==> src/hdl/ifp_pkg.sv <==
`timescale 1ns / 1ps
// ----------------------------------------------------------------------------
// ifp_pkg: shared types and constants of the fix record parser
// Character codes, byte positions of the record, field lookup table,
// the queued record format and the arithmetic helpers.
// ----------------------------------------------------------------------------
package ifp_pkg;

    // Numeric fields of a fix record, in line order
    typedef enum logic [2:0] {
        FLD_HOURS,
        FLD_MINUTES,
        FLD_SECONDS,
        FLD_LAT_DEG,
        FLD_LAT_MIN,
        FLD_LON_DEG,
        FLD_LON_MIN,
        FLD_ALT
    } field_t;

    localparam int NUM_FIELDS = 8;

    // ASCII codes
    localparam logic [7:0] CH_B     = 8'h42;
    localparam logic [7:0] CH_N     = 8'h4E;
    localparam logic [7:0] CH_E     = 8'h45;
    localparam logic [7:0] CH_A     = 8'h41;
    localparam logic [7:0] CH_MINUS = 8'h2D;
    localparam logic [7:0] CH_0     = 8'h30;
    localparam logic [7:0] CH_9     = 8'h39;

    // Byte positions of the single-character items
    localparam logic [5:0] POS_FIX      = 6'd0;
    localparam logic [5:0] POS_NS       = 6'd14;
    localparam logic [5:0] POS_EW       = 6'd23;
    localparam logic [5:0] POS_ALT_FLAG = 6'd24;
    localparam logic [5:0] POS_MAX      = 6'd63;

    // Arithmetic constants
    localparam logic [16:0] SECS_PER_DAY  = 17'd86400;
    localparam logic [11:0] SECS_PER_HOUR = 12'd3600;
    localparam logic [5:0]  SECS_PER_MIN  = 6'd60;
    localparam logic [15:0] UNITS_PER_DEG = 16'd60000;

    // Decoupling queue between parser and result builder
    localparam int QUEUE_DEPTH = 2;
    localparam int QPTR_W      = $clog2(QUEUE_DEPTH);

    // Which field a byte position belongs to
    typedef struct packed {
        logic   hit;
        field_t idx;
        logic   first;
    } field_sel_t;

    // One parsed line, signed field values already resolved
    typedef struct packed {
        logic               fix;
        logic               north;
        logic               east;
        logic               alt_flag;
        logic signed [7:0]  hours;
        logic signed [7:0]  minutes;
        logic signed [7:0]  seconds;
        logic signed [7:0]  lat_deg;
        logic signed [17:0] lat_min;
        logic signed [10:0] lon_deg;
        logic signed [17:0] lon_min;
        logic signed [17:0] alt;
    } ifp_rec_t;

    // Fixed-position field map of a fix record
    function automatic field_sel_t field_lookup(logic [5:0] pos);
        field_sel_t s;
        s = '{hit: 1'b0, idx: FLD_HOURS, first: 1'b0};
        case (pos)
            6'd1:  s = '{hit: 1'b1, idx: FLD_HOURS,   first: 1'b1};
            6'd2:  s = '{hit: 1'b1, idx: FLD_HOURS,   first: 1'b0};
            6'd3:  s = '{hit: 1'b1, idx: FLD_MINUTES, first: 1'b1};
            6'd4:  s = '{hit: 1'b1, idx: FLD_MINUTES, first: 1'b0};
            6'd5:  s = '{hit: 1'b1, idx: FLD_SECONDS, first: 1'b1};
            6'd6:  s = '{hit: 1'b1, idx: FLD_SECONDS, first: 1'b0};
            6'd7:  s = '{hit: 1'b1, idx: FLD_LAT_DEG, first: 1'b1};
            6'd8:  s = '{hit: 1'b1, idx: FLD_LAT_DEG, first: 1'b0};
            6'd9:  s = '{hit: 1'b1, idx: FLD_LAT_MIN, first: 1'b1};
            6'd10, 6'd11, 6'd12, 6'd13:
                   s = '{hit: 1'b1, idx: FLD_LAT_MIN, first: 1'b0};
            6'd15: s = '{hit: 1'b1, idx: FLD_LON_DEG, first: 1'b1};
            6'd16, 6'd17:
                   s = '{hit: 1'b1, idx: FLD_LON_DEG, first: 1'b0};
            6'd18: s = '{hit: 1'b1, idx: FLD_LON_MIN, first: 1'b1};
            6'd19, 6'd20, 6'd21, 6'd22:
                   s = '{hit: 1'b1, idx: FLD_LON_MIN, first: 1'b0};
            6'd25: s = '{hit: 1'b1, idx: FLD_ALT,     first: 1'b1};
            6'd26, 6'd27, 6'd28, 6'd29:
                   s = '{hit: 1'b1, idx: FLD_ALT,     first: 1'b0};
            default: s = '{hit: 1'b0, idx: FLD_HOURS, first: 1'b0};
        endcase
        return s;
    endfunction

    // Decimal digit accumulate: a*10 + d
    function automatic logic [16:0] mul10_add(logic [16:0] a, logic [3:0] d);
        logic [20:0] w;
        w = {4'b0, a};
        return 17'((w << 3) + (w << 1) + 21'(d));
    endfunction

    // Field value: zero when a bad character was seen, negated on leading minus
    function automatic logic signed [17:0] field_val(logic [16:0] acc, logic inv,
                                                     logic neg);
        logic signed [17:0] v;
        v = $signed({1'b0, acc});
        if (inv)
            return '0;
        return neg ? -v : v;
    endfunction

endpackage

==> src/hdl/ifp_front.sv <==
`timescale 1ns / 1ps
// ----------------------------------------------------------------------------
// ifp_front: byte parser
// Takes one byte per transfer, classifies it by position and accumulates
// the numeric fields; on the last byte of a line pushes one record.
// ----------------------------------------------------------------------------
module ifp_front
    import ifp_pkg::*;
(
    input  logic       clk,
    input  logic       rst_n,
    input  logic       in_valid,
    input  logic [7:0] char_code,
    input  logic       end_of_line,
    input  logic       q_full,
    output logic       in_stall,
    output logic       push,
    output ifp_rec_t   rec
);

    typedef struct packed {
        logic [5:0]  pos;
        logic        fix;
        logic        north;
        logic        east;
        logic        alt_flag;
        logic [6:0]  hours;
        logic [6:0]  minutes;
        logic [6:0]  seconds;
        logic [6:0]  lat_deg;
        logic [16:0] lat_min;
        logic [9:0]  lon_deg;
        logic [16:0] lon_min;
        logic [16:0] alt;
        logic [7:0]  inv;
        logic [7:0]  neg;
    } line_t;

    line_t      line_reg;
    line_t      line_next;
    line_t      line_upd;
    field_sel_t sel;
    logic       accept;
    logic       is_digit;
    logic [3:0] digit;
    logic [16:0] acc_old;
    logic [16:0] acc_new;

    assign in_stall = q_full;
    assign accept   = in_valid && !q_full;
    assign push     = accept && end_of_line;

    // Byte classification
    assign sel      = field_lookup(line_reg.pos);
    assign is_digit = (char_code >= CH_0) && (char_code <= CH_9);
    assign digit    = 4'(char_code - CH_0);

    // Accumulator of the field this byte belongs to
    always_comb
    begin
        case (sel.idx)
            FLD_HOURS:   acc_old = 17'(line_reg.hours);
            FLD_MINUTES: acc_old = 17'(line_reg.minutes);
            FLD_SECONDS: acc_old = 17'(line_reg.seconds);
            FLD_LAT_DEG: acc_old = 17'(line_reg.lat_deg);
            FLD_LAT_MIN: acc_old = line_reg.lat_min;
            FLD_LON_DEG: acc_old = 17'(line_reg.lon_deg);
            FLD_LON_MIN: acc_old = line_reg.lon_min;
            FLD_ALT:     acc_old = line_reg.alt;
            default:     acc_old = '0;
        endcase
    end

    assign acc_new = mul10_add(acc_old, digit);

    // Line state including the current byte
    always_comb
    begin
        line_upd = line_reg;
        case (line_reg.pos)
            POS_FIX:      line_upd.fix      = (char_code == CH_B);
            POS_NS:       line_upd.north    = (char_code == CH_N);
            POS_EW:       line_upd.east     = (char_code == CH_E);
            POS_ALT_FLAG: line_upd.alt_flag = (char_code == CH_A);
            default:
            begin
                if (sel.hit)
                begin
                    if (sel.first && (char_code == CH_MINUS))
                        line_upd.neg[sel.idx] = 1'b1;
                    else if (is_digit)
                    begin
                        case (sel.idx)
                            FLD_HOURS:   line_upd.hours   = 7'(acc_new);
                            FLD_MINUTES: line_upd.minutes = 7'(acc_new);
                            FLD_SECONDS: line_upd.seconds = 7'(acc_new);
                            FLD_LAT_DEG: line_upd.lat_deg = 7'(acc_new);
                            FLD_LAT_MIN: line_upd.lat_min = acc_new;
                            FLD_LON_DEG: line_upd.lon_deg = 10'(acc_new);
                            FLD_LON_MIN: line_upd.lon_min = acc_new;
                            FLD_ALT:     line_upd.alt     = acc_new;
                            default:     line_upd.alt     = line_reg.alt;
                        endcase
                    end
                    else
                        line_upd.inv[sel.idx] = 1'b1;
                end
            end
        endcase
        if (line_reg.pos != POS_MAX)
            line_upd.pos = line_reg.pos + 6'd1;
    end

    // Clear per-line state after the last byte
    always_comb
    begin
        line_next = line_reg;
        if (accept)
            line_next = end_of_line ? '0 : line_upd;
    end

    always_ff @(posedge clk or negedge rst_n)
    begin
        if (!rst_n)
            line_reg <= '0;
        else
            line_reg <= line_next;
    end

    // Record handed to the queue
    always_comb
    begin
        rec.fix      = line_upd.fix;
        rec.north    = line_upd.north;
        rec.east     = line_upd.east;
        rec.alt_flag = line_upd.alt_flag;
        rec.hours    = 8'(field_val(17'(line_upd.hours), line_upd.inv[FLD_HOURS],
                                    line_upd.neg[FLD_HOURS]));
        rec.minutes  = 8'(field_val(17'(line_upd.minutes), line_upd.inv[FLD_MINUTES],
                                    line_upd.neg[FLD_MINUTES]));
        rec.seconds  = 8'(field_val(17'(line_upd.seconds), line_upd.inv[FLD_SECONDS],
                                    line_upd.neg[FLD_SECONDS]));
        rec.lat_deg  = 8'(field_val(17'(line_upd.lat_deg), line_upd.inv[FLD_LAT_DEG],
                                    line_upd.neg[FLD_LAT_DEG]));
        rec.lat_min  = field_val(line_upd.lat_min, line_upd.inv[FLD_LAT_MIN],
                                 line_upd.neg[FLD_LAT_MIN]);
        rec.lon_deg  = 11'(field_val(17'(line_upd.lon_deg), line_upd.inv[FLD_LON_DEG],
                                     line_upd.neg[FLD_LON_DEG]));
        rec.lon_min  = field_val(line_upd.lon_min, line_upd.inv[FLD_LON_MIN],
                                 line_upd.neg[FLD_LON_MIN]);
        rec.alt      = field_val(line_upd.alt, line_upd.inv[FLD_ALT],
                                 line_upd.neg[FLD_ALT]);
    end

    // Position restarts after every line
    a_pos_restart: assert property (@(posedge clk) disable iff (!rst_n)
        push |=> line_reg.pos == 6'd0)
        else $error("byte position not cleared after end of line");

    // Position counts bytes within a line
    a_pos_step: assert property (@(posedge clk) disable iff (!rst_n)
        accept && !end_of_line && (line_reg.pos != POS_MAX)
        |=> line_reg.pos == $past(line_reg.pos) + 6'd1)
        else $error("byte position did not advance");

endmodule

==> src/hdl/ifp_queue.sv <==
`timescale 1ns / 1ps
// ----------------------------------------------------------------------------
// ifp_queue: short record queue
// Register-based FIFO between the parser and the result builder so that
// each side stalls on its own.
// ----------------------------------------------------------------------------
module ifp_queue
    import ifp_pkg::*;
(
    input  logic     clk,
    input  logic     rst_n,
    input  logic     push,
    input  ifp_rec_t rec_in,
    input  logic     pop,
    output logic     q_valid,
    output ifp_rec_t rec_out,
    output logic     q_full
);

    ifp_rec_t            ent_reg [QUEUE_DEPTH];
    logic [QPTR_W-1:0]   wr_ptr_reg;
    logic [QPTR_W-1:0]   wr_ptr_next;
    logic [QPTR_W-1:0]   rd_ptr_reg;
    logic [QPTR_W-1:0]   rd_ptr_next;
    logic [QPTR_W:0]     count_reg;
    logic [QPTR_W:0]     count_next;

    assign q_valid = (count_reg != '0);
    assign q_full  = (count_reg == (QPTR_W + 1)'(QUEUE_DEPTH));
    assign rec_out = ent_reg[rd_ptr_reg];

    // Pointer and fill count update
    always_comb
    begin
        wr_ptr_next = push ? wr_ptr_reg + 1'b1 : wr_ptr_reg;
        rd_ptr_next = pop  ? rd_ptr_reg + 1'b1 : rd_ptr_reg;
        count_next  = count_reg;
        if (push && !pop)
            count_next = count_reg + 1'b1;
        else if (pop && !push)
            count_next = count_reg - 1'b1;
    end

    always_ff @(posedge clk or negedge rst_n)
    begin
        if (!rst_n)
        begin
            wr_ptr_reg <= '0;
            rd_ptr_reg <= '0;
            count_reg  <= '0;
        end
        else
        begin
            wr_ptr_reg <= wr_ptr_next;
            rd_ptr_reg <= rd_ptr_next;
            count_reg  <= count_next;
        end
    end

    // Entry storage
    always_ff @(posedge clk)
    begin
        if (push)
            ent_reg[wr_ptr_reg] <= rec_in;
    end

    a_no_overflow: assert property (@(posedge clk) disable iff (!rst_n)
        !(push && q_full && !pop))
        else $error("record pushed into full queue");

    a_no_underflow: assert property (@(posedge clk) disable iff (!rst_n)
        pop |-> q_valid)
        else $error("record popped from empty queue");

    a_count_bound: assert property (@(posedge clk) disable iff (!rst_n)
        count_reg <= (QPTR_W + 1)'(QUEUE_DEPTH))
        else $error("queue fill count out of range");

endmodule

==> src/hdl/ifp_back.sv <==
`timescale 1ns / 1ps
// ----------------------------------------------------------------------------
// ifp_back: result builder
// Two-stage pipeline: scaling products, then sums, sign, saturation and
// the output register.
// ----------------------------------------------------------------------------
module ifp_back
    import ifp_pkg::*;
(
    input  logic               clk,
    input  logic               rst_n,
    input  logic [14:0]        day_offset,
    input  logic               q_valid,
    input  ifp_rec_t           q_rec,
    output logic               pop,
    input  logic               out_stall,
    output logic               out_valid,
    output logic               is_fix,
    output logic [30:0]        timestamp,
    output logic signed [23:0] latitude,
    output logic signed [26:0] longitude,
    output logic signed [17:0] altitude
);

    // Stage 1 registers
    logic               s1_valid_reg;
    logic [31:0]        s1_day_reg;
    logic signed [19:0] s1_sod_reg;
    logic signed [23:0] s1_latd_reg;
    logic signed [26:0] s1_lond_reg;
    logic signed [17:0] s1_latm_reg;
    logic signed [17:0] s1_lonm_reg;
    logic signed [17:0] s1_alt_reg;
    logic               s1_fix_reg;
    logic               s1_north_reg;
    logic               s1_east_reg;
    logic               s1_altf_reg;

    // Output registers
    logic               out_valid_reg;
    logic               is_fix_reg;
    logic [30:0]        ts_reg;
    logic signed [23:0] lat_reg;
    logic signed [26:0] lon_reg;
    logic signed [17:0] alt_reg;

    logic               s1_load;
    logic               s2_load;
    logic [31:0]        day_next;
    logic signed [19:0] sod_next;
    logic signed [23:0] latd_next;
    logic signed [26:0] lond_next;
    logic signed [33:0] ts_sum;
    logic [30:0]        ts_next;
    logic signed [23:0] lat_sum;
    logic signed [26:0] lon_sum;
    logic signed [23:0] lat_next;
    logic signed [26:0] lon_next;
    logic signed [17:0] alt_next;

    // Pipeline advance
    assign s2_load = s1_valid_reg && (!out_valid_reg || !out_stall);
    assign s1_load = q_valid && (!s1_valid_reg || s2_load);
    assign pop     = s1_load;

    // Stage 1: constant-scale products
    always_comb
    begin
        day_next  = 32'(day_offset) * 32'(SECS_PER_DAY);
        sod_next  = '0;
        if (q_rec.fix)
            sod_next = 20'(q_rec.hours) * 20'(SECS_PER_HOUR)
                     + 20'(q_rec.minutes) * 20'(SECS_PER_MIN)
                     + 20'(q_rec.seconds);
        latd_next = 24'(q_rec.lat_deg) * 24'(UNITS_PER_DEG);
        lond_next = 27'(q_rec.lon_deg) * 27'(UNITS_PER_DEG);
    end

    always_ff @(posedge clk or negedge rst_n)
    begin
        if (!rst_n)
            s1_valid_reg <= 1'b0;
        else if (s1_load)
            s1_valid_reg <= 1'b1;
        else if (s2_load)
            s1_valid_reg <= 1'b0;
    end

    always_ff @(posedge clk)
    begin
        if (s1_load)
        begin
            s1_day_reg   <= day_next;
            s1_sod_reg   <= sod_next;
            s1_latd_reg  <= latd_next;
            s1_lond_reg  <= lond_next;
            s1_latm_reg  <= q_rec.lat_min;
            s1_lonm_reg  <= q_rec.lon_min;
            s1_alt_reg   <= q_rec.alt;
            s1_fix_reg   <= q_rec.fix;
            s1_north_reg <= q_rec.north;
            s1_east_reg  <= q_rec.east;
            s1_altf_reg  <= q_rec.alt_flag;
        end
    end

    // Stage 2: sums, hemisphere sign, timestamp saturation, zeroing for non-fix or no-altitude lines
    always_comb
    begin
        ts_sum  = $signed({2'b00, s1_day_reg}) + 34'(s1_sod_reg);
        if (ts_sum[33])
            ts_next = '0;
        else if (ts_sum[32:31] != 2'b00)
            ts_next = '1;
        else
            ts_next = ts_sum[30:0];
        lat_sum  = s1_latd_reg + 24'(s1_latm_reg);
        lon_sum  = s1_lond_reg + 27'(s1_lonm_reg);
        lat_next = '0;
        lon_next = '0;
        alt_next = '0;
        if (s1_fix_reg)
        begin
            lat_next = s1_north_reg ? lat_sum : -lat_sum;
            lon_next = s1_east_reg ? lon_sum : -lon_sum;
            if (s1_altf_reg)
                alt_next = s1_alt_reg;
        end
    end

    always_ff @(posedge clk or negedge rst_n)
    begin
        if (!rst_n)
            out_valid_reg <= 1'b0;
        else if (s2_load)
            out_valid_reg <= 1'b1;
        else if (!out_stall)
            out_valid_reg <= 1'b0;
    end

    always_ff @(posedge clk)
    begin
        if (s2_load)
        begin
            is_fix_reg <= s1_fix_reg;
            ts_reg     <= ts_next;
            lat_reg    <= lat_next;
            lon_reg    <= lon_next;
            alt_reg    <= alt_next;
        end
    end

    assign out_valid = out_valid_reg;
    assign is_fix    = is_fix_reg;
    assign timestamp = ts_reg;
    assign latitude  = lat_reg;
    assign longitude = lon_reg;
    assign altitude  = alt_reg;

    // A line that is not a fix carries no position
    a_nonfix_zero: assert property (@(posedge clk) disable iff (!rst_n)
        out_valid_reg && !is_fix_reg |-> (lat_reg == '0) && (lon_reg == '0)
                                         && (alt_reg == '0))
        else $error("non-fix result with nonzero position");

endmodule

==> src/hdl/igc_fix_record_parser_core.sv <==
`timescale 1ns / 1ps
// ----------------------------------------------------------------------------
// igc_fix_record_parser_core: flight-log fix record parser
// Parses one ASCII line per result into time, position and altitude.
// ----------------------------------------------------------------------------
// Usage:
//   Input channel (in_valid / in_stall): one byte per transfer, char_code
//   plus end_of_line on the last byte of the line. A byte is taken in every
//   cycle in which in_valid is high and in_stall is low.
//   Output channel (out_valid / out_stall): one result per line. The result
//   passes through the queue, the product stage and the output register in
//   turn. Results leave at up to one per cycle while out_stall is low,
//   limited by the byte parser, which pushes one record per line.
//   Configuration (cfg_valid / cfg_ready, data day_offset): always ready;
//   write only while no line is in flight.
//   Reset clears the byte position, all field accumulators, the two-entry
//   record queue, the pipeline and day_offset.
//   When out_stall is held, the output register holds its result, the
//   pipeline and queue fill, and then in_stall rises until results drain;
//   bytes of a line keep being taken while the queue has room.
// ----------------------------------------------------------------------------
module igc_fix_record_parser_core
    import ifp_pkg::*;
(
    input  logic               clk,
    input  logic               rst_n,
    input  logic               in_valid,
    output logic               in_stall,
    input  logic [7:0]         char_code,
    input  logic               end_of_line,
    output logic               out_valid,
    input  logic               out_stall,
    output logic               is_fix,
    output logic [30:0]        timestamp,
    output logic signed [23:0] latitude,
    output logic signed [26:0] longitude,
    output logic signed [17:0] altitude,
    input  logic               cfg_valid,
    output logic               cfg_ready,
    input  logic [14:0]        day_offset
);

    logic [14:0] day_offset_reg;
    logic [14:0] day_offset_next;
    logic        push;
    logic        pop;
    logic        q_valid;
    logic        q_full;
    ifp_rec_t    rec_in;
    ifp_rec_t    rec_out;

    // Configuration register
    assign cfg_ready = 1'b1;

    always_comb
    begin
        day_offset_next = day_offset_reg;
        if (cfg_valid && cfg_ready)
            day_offset_next = day_offset;
    end

    always_ff @(posedge clk or negedge rst_n)
    begin
        if (!rst_n)
            day_offset_reg <= '0;
        else
            day_offset_reg <= day_offset_next;
    end

    // Byte parser
    ifp_front u_front (
        .clk         (clk),
        .rst_n       (rst_n),
        .in_valid    (in_valid),
        .char_code   (char_code),
        .end_of_line (end_of_line),
        .q_full      (q_full),
        .in_stall    (in_stall),
        .push        (push),
        .rec         (rec_in)
    );

    // Record queue
    ifp_queue u_queue (
        .clk     (clk),
        .rst_n   (rst_n),
        .push    (push),
        .rec_in  (rec_in),
        .pop     (pop),
        .q_valid (q_valid),
        .rec_out (rec_out),
        .q_full  (q_full)
    );

    // Result builder
    ifp_back u_back (
        .clk        (clk),
        .rst_n      (rst_n),
        .day_offset (day_offset_reg),
        .q_valid    (q_valid),
        .q_rec      (rec_out),
        .pop        (pop),
        .out_stall  (out_stall),
        .out_valid  (out_valid),
        .is_fix     (is_fix),
        .timestamp  (timestamp),
        .latitude   (latitude),
        .longitude  (longitude),
        .altitude   (altitude)
    );

endmodule
==> config.mk <==
export PLATFORM = sky130hd
export DESIGN_NAME = igc_fix_record_parser_core
export DESIGN_NICKNAME = d
export VERILOG_FILES = /design/src/hdl/ifp_pkg.sv /design/src/hdl/ifp_front.sv /design/src/hdl/ifp_queue.sv /design/src/hdl/ifp_back.sv /design/src/hdl/igc_fix_record_parser_core.sv
export SDC_FILE = /design/constraint.sdc
export NUM_CORES = 2
export LEC_CHECK = 0
export ABC_AREA = 1
export BUFFER_PORTS_ARGS = -buffer_cell sky130_fd_sc_hd__buf_2
export CORE_ASPECT_RATIO = 0.6
export CORE_MARGIN = 1.5
export CORE_UTILIZATION = 35
export CTS_CLUSTER_SIZE = 16
export DETAILED_ROUTE_END_ITERATION = 16
export PLACE_DENSITY = 0.53
export SYNTH_ARGS = -nofsm -noshare
export SYNTH_HDL_FRONTEND = slang
export SYNTH_SLANG_ARGS = --single-unit
export TNS_END_PERCENT = 10
==> constraint.sdc <==
create_clock -name clk -period 6.2 [get_ports clk]
set_input_delay 1.24 -clock clk [delete_from_list [all_inputs] [get_ports clk]]
set_output_delay 1.24 -clock clk [all_outputs]
set_load 0.01 [all_outputs]
# Word level (Yosys, flattened, before mapping)
# Memories as Yosys holds them, arrays and structs flattened.
# Index checks and enable logic that the tools add are counted.
dict set report totals {
  register_bits 381
  latchBits 0
  ram_bits 202
  romBits 160
  in_bits 29
  word_cells 185
  mem_count 2
}
# name depth width rd rd_ports_with_merged_regs write_ports line_no
set memory_table {}
lappend memory_table {u_queue.ent_reg 2 101 1 0 1 ifp_queue.sv:20} ;# ifp_rec_t ent_reg [QUEUE_DEPTH];
lappend memory_table {{(name not given)} 32 5 1 0 0 ifp_pkg.sv:76} ;# case (pos)
dict set report op_classes {
  n_addsub 23
  multipliers 5
  n_div 0
  n_lt_le_gt_ge 4
  eq_ne 18
  n_shift 0
  n_mux 67
  bitwise 2
  n_reduce_logical 27
}
# op count
set ops {}
lappend ops {{2-to-1 mux 105 bit} 2}
lappend ops {{2-to-1 mux 18 bit} 9}
lappend ops {{one-hot mux 16 bit (8 select lines)} 1}
lappend ops {{2-to-1 mux 115 bit} 1}
lappend ops {{2-to-1 mux 8 bit} 14}
lappend ops {{2-to-1 mux 97 bit} 1}
lappend ops {{2-to-1 mux 89 bit} 1}
lappend ops {{negator 17 -> 18 bit} 3}
lappend ops {{2-to-1 mux 17 bit} 3}
lappend ops {{adder 20 bit} 2}
lappend ops {{adder 33 x 20 -> 34 bit} 1}
lappend ops {{2-to-1 mux 11 bit} 3}
lappend ops {{== test 8 x 7 -> 1 bit, second input constant} 4}
lappend ops {{negator 7 -> 8 bit} 4}
lappend ops {{2-to-1 mux 31 bit} 1}
lappend ops {{2-to-1 mux 7 bit} 4}
lappend ops {{adder 27 x 18 -> 27 bit} 1}
lappend ops {{multiplier 27 x 11 -> 22 bit, second input constant} 1}
lappend ops {{2-to-1 mux 27 bit} 1}
lappend ops {{negator 27 bit} 1}
lappend ops {{multiplier 15 x 10 -> 25 bit, second input constant} 1}
lappend ops {{adder 24 x 18 -> 24 bit} 1}
lappend ops {{multiplier 24 x 11 -> 19 bit, second input constant} 1}
lappend ops {{2-to-1 mux 24 bit} 1}
lappend ops {{39 further kinds} 84}

# Depth between registers and ports, before layout
# An unclocked memory read counts as a cell.
dict set report logic_depth {
  ltp_word 14
  ltp_mapped 34
  ltp_nobuf 34
}

# Cells and area by module
# A second synthesis with hierarchy kept.
dict set report unflattened {
  cells_unflattened 4635
  hier_area_um2 42179.2
}
# mod instances cells_each area_per_inst_um2 seq_area_each_um2
set modules_own_cells {}
lappend modules_own_cells {ifp_back 1 2766 23975.5 7407.1}
lappend modules_own_cells {ifp_front 1 1464 9766.9 2877.8}
lappend modules_own_cells {ifp_queue 1 339 7817.5 6165.9}
lappend modules_own_cells {igc_fix_record_parser_core 1 66 619.3 375.4}

# Worst setup path before layout
# No wires, ideal clock.
dict set report synth_path {
  path_type {input-to-reg}
  from {input port in_valid}
  to {memory u_queue.ent_reg[0][0] (netlist bit), enable pin}
  setup_ps 562
  arrival_time_ps 6189
  setup_slack_ps -551
  path_stages 6
  path_buffers 2
  cell_sequence {o21ai_0 -> clkbuf_1 -> nor2_1 -> inv_1 -> clkbuf_1 -> nor2_1}
}
dict set report synth_between {
  elab_chain_len 4
}
# item line_no
set synth_rtl {}
lappend synth_rtl {{from (decl)} igc_fix_record_parser_core.sv:27} ;# input logic in_valid,
lappend synth_rtl {{logical AND 1 bit} ifp_front.sv:50} ;# assign accept = in_valid && !q_full;
lappend synth_rtl {{logical AND 1 bit} ifp_front.sv:51} ;# assign push = accept && end_of_line;
lappend synth_rtl {{2-to-1 mux 1 bit} ifp_queue.sv:63} ;# if (push)
lappend synth_rtl {{2-to-1 mux 1 bit (not written as such)} ifp_queue.sv:64} ;# ent_reg[wr_ptr_reg] <= rec_in;
lappend synth_rtl {{to (decl)} ifp_queue.sv:20}
# No other way between the ends.

==> flow_summary.yaml <==
critical_path:
  worst-path-buf-inv: 6
  rrSetupSlack_ns: 0.22
  crit_path_end_kind: "register"
  cp_top_family: "compound AO/OA/AOI/OAI gates"
  worst_path_largest_cell_delay_ns: 0.58
  worst_r2r_endpoint: "u_queue.ent_reg[1][45]"
  crit_arrival_ns: 6.40
  r2r-start: "u_front.line_reg[109]"
  crit_type: "reg2reg"
  path_max_fanout: 9
  slowest_stage: "fa_1"
  worstSetupStartpointType: "register"
  path_cells: "inv_1 -> ha_1 -> nand3_1 -> nand2_1 -> inv_1 -> nand3_1 -> nand2_4 -> inv_2 -> nand3_2 -> o22ai_1 -> a221oi_1 -> o211ai_1 -> fa_1 -> fa_1 -> buf_4 -> xor2_1 -> inv_1 -> buf_4 -> nand2_1 -> o21ai_1 -> nand2_1 -> o21ai_1 -> a21oi_1 -> nor2_1"
  reg2reg_depth: 24
  cp.required_ns: 6.62
sta:
  relSlewSlack_pct: 19.1
  hold_ws_ns: 0.483
  min_period_ns: 5.98
  drv_slew: 0
  fmax_mhz: 167
  post-route-period-util_pct: 96.4
  worst_slew_pin_slew_ns: 1.20
  finalHoldViolCount: 0
  skew_ns: 0.0405
  setup_viol: 0
clock_network:
  ctsLongestPathBuffers: 3
  root_buffer: "clkbuf_16"
  cts_htree_levels: 2
  cts_tree: "built"
  clock_latency_ns: 0.68
  clkTransAtPathRegs_ns: 0.07
  cts.sinks: 583
  numCtsBuffers: 60
synth:
  synth_fa_ha_area_share_pct: 18.5
  synthSimpleGateAreaFrac_pct: 16.5
  ys_ff_latch: 583
  synth_edf_count: 447
  synth_top_family_by_area: "adder cells"
  synthCells: 4429
  synthMuxAreaShare_pct: 0.191
  synth_area_per_cell_sq_um: 9.03
  syn-num-nets: 4957
  yosys.cell_types.count: 66
  ys_seq_area_share_pct: 42.1
  yosysWarnings: 0
  synth_xor_area_share_pct: 3.48
  synth_compound_area_share_pct: 11.7
  synthFlopType: "edfxtp_1"
  async_flop_share_pct: 23.3
  netlist_area_sq_um: 40000
detailed_routing:
  antenna_left: 0
  drc: 0
  wire_per_inst_um: 17.6
  avgViaCountPerCell: 4.93
  vias: 30300
  drtPass1Iterations: 5
  first_iter_violations: 2549
  wl_um: 108000
global_routing:
  antenna_found_initial: 1
  overflow: 0
  grt_max_degree: 102
  grt_pass1_vias: 28700
  gr-usage-all-layers_pct: 18.7
  grt_pass1_wl_um: 170000
worst_hold_path:
  hp-start: "u_front.line_reg[76]"
  worstHoldPathCells: 2
  min_path_type: "reg2reg"
  whs_endpoint: "u_front.line_reg[76]"
floorplan:
  core_area_sq_um: 113000
  die_x_um: 439
  die_area_sq_um: 116000
  start_util_pct: 35.5
  placementRows: 95
  die_h_um: 265
  num_io_pins: 133
placed_design:
  place.gp.congestion: 0.927
  dp_hpwl_um: 82400
  port-buffer-count: 131
final_layout:
  fillers: 11300
  final_common_cell: "nand2_1"
  mostFrequentLayoutCells: "890 x nand2_1, 670 x inv_1, 447 x edfxtp_1"
  drive_gt1_share_pct: 9.15
  fin_nets: 5132
  largest_register_ffs: 202
  area_delta_synth_final_pct: 12.4
status:
  status: "finished, final reports clean"
job:
  drv_cap: 0
-- stage by stage --
step	area, sq um	setup TNS [ns]	setup WS, ns	utilization [%]	instances
floorplan	40000	-111.28	-0.551	-	4429
global placement	42800	0	0.191	37.9	6042
detailed placement	42800	0	0.198	37.9	6042
CTS	44800	0	0.143	39.8	6155
global route	45000	-0.0577	-0.0577	39.9	6158
finish	45000	0	0.222	39.9	6159
-- worst min-delay path, cell delays in order (launching register included) --
cell and delay [ns]:
dfrtp_1 0.34, nand2_1 0.05, o21ai_0 0.06
-- cells in the mapped netlist, types with 6 or more instances --
cell type | instances | share of area (%)
a21boi_0 | 8 | 0.15
a21o_1 | 13 | 0.24
o21ai_2 | 7 | 0.15
dfrtp_1 | 136 | 8.5
o211ai_1 | 8 | 0.15
xnor2_1 | 48 | 1.1
fa_1 | 154 | 7.7
o21bai_1 | 12 | 0.23
nor2_1 | 304 | 2.9
edfxtp_1 | 447 | 34
nor4_1 | 10 | 0.16
buf_6 | 7 | 0.20
o21a_1 | 19 | 0.36
nor3b_1 | 6 | 0.11
o22ai_1 | 71 | 1.1
or2_2 | 27 | 0.42
nor2_2 | 9 | 0.14
nand4_1 | 38 | 0.59
a211oi_1 | 22 | 0.41
nand2_1 | 891 | 8.4
a221oi_1 | 8 | 0.18
a21oi_1 | 288 | 3.6
inv_2 | 13 | 0.12
xor2_1 | 111 | 2.4
o21ai_0 | 288 | 3.6
nand2_2 | 11 | 0.17
o21ai_1 | 48 | 0.60
clkbuf_1 | 71 | 0.67
nand3_1 | 150 | 1.9
a31oi_1 | 12 | 0.19
nor3_1 | 79 | 0.99
o221ai_1 | 9 | 0.20
and3_1 | 7 | 0.11
nor2_4 | 7 | 0.20
inv_1 | 673 | 6.3
ha_1 | 345 | 11
buf_2 | 6 | 0.075
-- cell families after synthesis --
family	after synthesis
simple gates	1558
compound gates	839
mux	7
buf+inv	783
flops	583
other cells	1
xor+xnor	159
fa+ha+maj	499
-- metal layers --
layer	GRT usage [%]	wire length, um
met5	0	0
met4	3.17	1560
met3	3.95	7470
met2	25.3	41500
met1	30.1	57900
-- area by class of cell --
type | count | area, sq um | share of cell area [%]
flip-flops and latches | 583 | 16800 | 37.4
inverters | 690 | 2600 | 5.78
repair buffers | 206 | 1280 | 2.84
multi-input cells | 3063 | 20300 | 45.1
clock buffers | 74 | 1630 | 3.62
diodes | 1 | 2.50 | 0.00557
clock inverters | 39 | 470 | 1.05
well taps | 1503 | 1880 | 4.18
-- worst max-delay path by stage --
stage / to / cells after the start / start / slack, ns
floorplan: u_queue.ent_reg[0][0] / 6 / in_valid / -0.55
global placement: u_back.s1_sod_reg[19] / 27 / u_queue.rd_ptr_reg / 0.19
detailed placement: u_back.s1_sod_reg[19] / 27 / u_queue.rd_ptr_reg / 0.20
CTS: u_back.s1_sod_reg[19] / 27 / u_queue.rd_ptr_reg / 0.14
global route: u_back.s1_sod_reg[19] / 28 / u_queue.rd_ptr_reg / -0.06
finish: u_queue.ent_reg[1][45] / 24 / u_front.line_reg[109] / 0.22
-- repair_timing --
action | CTS | global route
buffers inserted | 0 | 3
hold buffers | 0 | 0
resized for setup | 0 | 21
hold endpoints to repair | 0 | 0
endpoints found under the setup margin | 0 | 82
Power is not shown: default switching activity piles up to over one toggle a cycle in this logic, so the estimate is an artifact.
